--- src/hdl/sliding_window_maximum_macros.svh ---
// ---------------------------------------------------------------------------
// Sliding window maximum assertion macros
// Concurrent check shorthands, compiled out when SYNTH is defined
// ---------------------------------------------------------------------------
`ifndef SLIDING_WINDOW_MAXIMUM_MACROS_SVH
`define SLIDING_WINDOW_MAXIMUM_MACROS_SVH

`ifndef SYNTH
// same-cycle implication, checked outside reset
`define SWM_ASSERT_NOW(label, ante, cons, msg) \
	label: assert property (@(posedge clk) disable iff (!arst_n) (ante) |-> (cons)) \
		else $error(msg);
// next-cycle implication, checked outside reset
`define SWM_ASSERT_NEXT(label, ante, cons, msg) \
	label: assert property (@(posedge clk) disable iff (!arst_n) (ante) |=> (cons)) \
		else $error(msg);
`else
`define SWM_ASSERT_NOW(label, ante, cons, msg)
`define SWM_ASSERT_NEXT(label, ante, cons, msg)
`endif

`endif

--- src/hdl/swm_pkg.sv ---
// ---------------------------------------------------------------------------
// Sliding window maximum package
// Shared widths, types and helpers for the window maximum chain
// ---------------------------------------------------------------------------
package swm_pkg;

	// built window depth, at least two
	localparam int WINDOW_MAX = 64;
	localparam int IDX_W      = $clog2(WINDOW_MAX);
	localparam int LEN_W      = 7;
	localparam int SAMPLE_W   = 32;

	typedef logic signed [SAMPLE_W-1:0] sample_t;
	typedef logic [LEN_W-1:0]           len_t;
	typedef logic [IDX_W-1:0]           idx_t;

	// control broadcast along the cell chain
	typedef struct packed {
		logic shift;
		logic restart;
	} swm_ctl_t;

	// zero length acts as one, lengths above the built depth clamp
	function automatic len_t eff_len(input len_t len);
		len_t k;
		k = len;
		if (k == '0) begin
			k = len_t'(1);
		end else if (k > len_t'(WINDOW_MAX)) begin
			k = len_t'(WINDOW_MAX);
		end
		return k;
	endfunction

endpackage

--- src/hdl/swm_cell.sv ---
// ---------------------------------------------------------------------------
// Sliding window maximum cell
// Holds the maximum of the last (position + 1) samples of the sequence
// ---------------------------------------------------------------------------
module swm_cell import swm_pkg::*; (
	input  logic     clk,
	input  swm_ctl_t ctl,
	input  sample_t  sample,
	input  sample_t  prev,
	output sample_t  run_max
);

	sample_t run_max_q;

	// take the neighbor's running max extended by the new sample
	always_ff @(posedge clk) begin
		if (ctl.shift) begin
			if (ctl.restart || (prev < sample)) begin
				run_max_q <= sample;
			end else begin
				run_max_q <= prev;
			end
		end
	end

	assign run_max = run_max_q;

endmodule
--- config.mk ---
export PLATFORM = sky130hd
export DESIGN_NAME = swm_cell
export DESIGN_NICKNAME = d
export VERILOG_FILES = /design/src/hdl/sliding_window_maximum_macros.svh /design/src/hdl/swm_pkg.sv /design/src/hdl/swm_cell.sv
export SDC_FILE = /design/constraint.sdc
export NUM_CORES = 1
export LEC_CHECK = 0
export ABC_AREA = 1
export BUFFER_PORTS_ARGS = -buffer_cell sky130_fd_sc_hd__buf_2
export CORE_MARGIN = 4
export CORE_UTILIZATION = 44
export DETAILED_ROUTE_END_ITERATION = 8
export GPL_TIMING_DRIVEN = 0
export HOLD_SLACK_MARGIN = 0.08
export PLACE_DENSITY_LB_ADDON = 0.15
export SYNTH_ARGS = -nofsm -noshare
export SYNTH_HDL_FRONTEND = slang
export SYNTH_SLANG_ARGS = --single-unit
--- constraint.sdc ---
create_clock -name clk -period 1.6 [get_ports clk]
set_input_delay 0.08 -clock clk [delete_from_list [all_inputs] [get_ports clk]]
set_output_delay 0.08 -clock clk [all_outputs]
set_load 0.03 [all_outputs]
==> metrics.md <==
| Metric | Value |
|---|---|
| RD Place Congestion | slightly below 0.8 |
| RSZ-0062 raised after global routing | yes |
| Initial antenna violation count | 0 |
| Adder-cell share of the synthesized area | 16.7% |
| H-tree depth | 2 |
| Clk slew on worst S/H paths | approximately 70 ps |
| GRT overflow | 0 |
| CTS tree | done |
| WHS | about 76 ps |
| Worst IR Drop VDD | about 0.41 mV |
| Fill count | around 400 |
| Vias in the first global route | between 2000 and 2500 |
| Detail Placement HPWL | between 4000 and 5000 um |
| Max FO, Critical Path | 10 |
| Unique masters post-synth | 18 |
| First-pass GRT wire length | 9720 um |
| #FFs+latches synth | 32 |
| # port buffers | a little under 100 |
| Period utilisation layout | 102% |
| Multi-input logic area | 1480 um^2 |
| Non-filler instance count after layout | between 400 and 500 |
| Placed Cells | between 400 and 500 |
| Hold WC Path Type | in2reg |
| Status | finished, violations left |
| Syn-to-layout area delta | 55.0% |
| Die W | approximately 80 um |
| Total track usage | about 20% |
| Portion of netlist area occupied by mux cells | 0% |
| DR WL/cell | 14.3 um |
| Setup WS post-layout | -38.9 ps |
| Endpoint class of the critical path | register |
| CP Launch Type | input port |
| Clk root buf | clkbuf_8 |
| Cell Area, Synth | 2320 um^2 |
| Fmax | around 610 MHz |
| Antenna violation net count after detailed routing | 0 |
| Via-per-instance ratio | just over 5 |
| Fin area | 3600 um^2 |
| Mapped Cells | ~280 |
| Diode count | 0 |
| Layout cells sized above 1 | about 47% |
| Die height | just over 80 um |
| Iter 0 DRT Violations | 99 |
| Max cap viols | 0 |
| Final hold violation count | 0 |
| Nets | around 500 |
| Final setup fails | 29 |
| Xor-xnor portion of the synthesized cell area | 0% |
| Clock buffer depth | 2 |
| Headroom to the max-slew limit | about half |
| LEAKAGE | roughly 1.8 nW |
| Synth Area per Inst | around 8.3 um^2 |
| Max Slew Vio Count | 0 |
| Drt total wl | ~6800 um |
| DIE AREA | approximately 6500 um^2 |
| Worst EP arrival | around 1700 ps |
| Num CTS Buffers | 5 |
| Pin count of the biggest net entering global routing | 33 |
| Sink Count | 32 |
| Largest register FFs | 32 |
| Simple-gate share of the synthesized area | between 20% and 30% |
| Register area share after synthesis | 41.4% |
| Area post-placement | roughly 3000 um^2 |
| Vias | ~2400 |
| Core Region | 5110 um^2 |
| Synth Warn # | 0 |
| Failing checks | setup timing |
| CP required | ~1600 ps |
| Post-synth net total | between 300 and 400 |
| Drc violations | 0 |
| PwrDens | 810 nW/um^2 |
| Actual slew at the worst max-slew pin | 771 ps |
| Cell Rows | 26 |
| Sequential cell area | 961 um^2 |
| Compound-Gate Fraction of Synth Area | around 4.6% |
| Largest family of logic cells by synthesized area | simple AND/OR/NAND/NOR gates |
| Drt pass-1 iters | 4 |
| Crit Path Class | in2reg |
| Initial core utilization | between 40% and 50% |
| Io pins | 99 |
| Final period demand of the worst path | 1640 ps |
through the flow:
stage | setup WS [ps] | power [mW] | utilization [%] | setup TNS [ps]
6_report | -38.9 | 2.91 | 70.4 | -570
5_1_grt | -156 | 3.08 | 70.4 | -3460
4_1_cts | -4.77 | 2.81 | 64.5 | -8.39
3_5_place_dp | -386 | 1.97 | 58.8 | -11180
3_3_place_gp | -325 | 1.95 | 58.8 | -9840
2_1_floorplan | -0.510 | 1.66 | - | -0.510
logic make-up after synthesis:
family                   after synthesis
buffers and inverters                 53
adder cells (fa/ha/maj)               31
AND/OR/NAND/NOR                      142
flip-flops                            32
AO/OA/AOI/OAI                         20
layout make-up:
class / instances / area share (%)
clock buffer: 6 / 2.02
inverter: 41 / 4.42
timing repair buffer: 118 / 20.1
clock inverter: 2 / 0.974
multi-input combinational: 193 / 41.2
buffer: 12 / 2.09
sequential: 32 / 26.7
tap: 70 / 2.44
Yosys cell counts:
master	n	area share, %
a21oi_1	14	3.0
clkbuf_1	3	0.49
nand3_1	2	0.43
inv_1	41	6.6
a21oi_2	1	0.38
o21a_1	1	0.32
edfxtp_1	32	41
nor2_1	8	1.3
ha_1	31	17
buf_2	6	1.3
nand4_1	33	8.9
nand2_1	94	15
nand2_2	1	0.27
nand3_2	2	0.86
o21ai_1	1	0.22
o21ai_0	3	0.65
nor3_1	2	0.43
buf_6	3	1.5
layout by cell type, fill, tap and decap left out, types with 3 or more instances in the layout:
cell	count
buf_2	98
a21oi_1	3
o21ai_1	4
clkbuf_1	4
buf_6	10
edfxtp_1	32
clkbuf_8	5
ha_4	15
inv_1	30
ha_1	15
a21oi_2	11
nand4_1	33
inv_2	9
nand2_2	20
nand2_4	3
dlygate4sd3_1	17
nor2_2	3
nand2_1	72
nor2_1	5
final timing paths:
| kind | from | endpoint | slack (ps) | cells after the start |
|---|---|---|---|---|
| setup / recovery | sample[23] | run_max[26] | -40 | 14 |
| hold / removal | sample[22] | run_max[22] | 80 | 3 |
what timing repair did:
item                       4_1_cts  5_1_grt
hold endpoints to repair        12        5
setup endpoints to repair       30       32
gates cloned                     2        0
pin swaps                        7       17
resized for setup               12       57
setup buffers                    1        0
hold buffers                    12        5
where the power goes:
part           total [mW]  switching (mW)  leakage, nW  internal [mW]
combinational        1.06           0.652         1.41          0.405
clock               0.789           0.326       0.0552          0.463
sequential           1.07          0.0211        0.312           1.05
total                2.91           0.999         1.78           1.92
layer usage:
layer  global-route usage (%)  vias to the layer above  part of all wire, %
met1                     22.5                     1102                   39
met3                     5.61                        7                  7.9
met5                        0                        -                    0
li1                         -                     1194                    -
met4                     4.90                        0                 0.93
met2                     34.9                       88                   52
critical path: stages:
cell	delay [ps]
buf_2	110
inv_1	90
ha_4	210
nand2_2	70
nor2_1	50
nor2_1	110
nand3_2	110
a21oi_4	230
nand2_4	70
nand2_4	90
nand3_4	150
buf_6	190
nand2_1	60
nand2_1	50
Power figures use the tool's default switching activity.
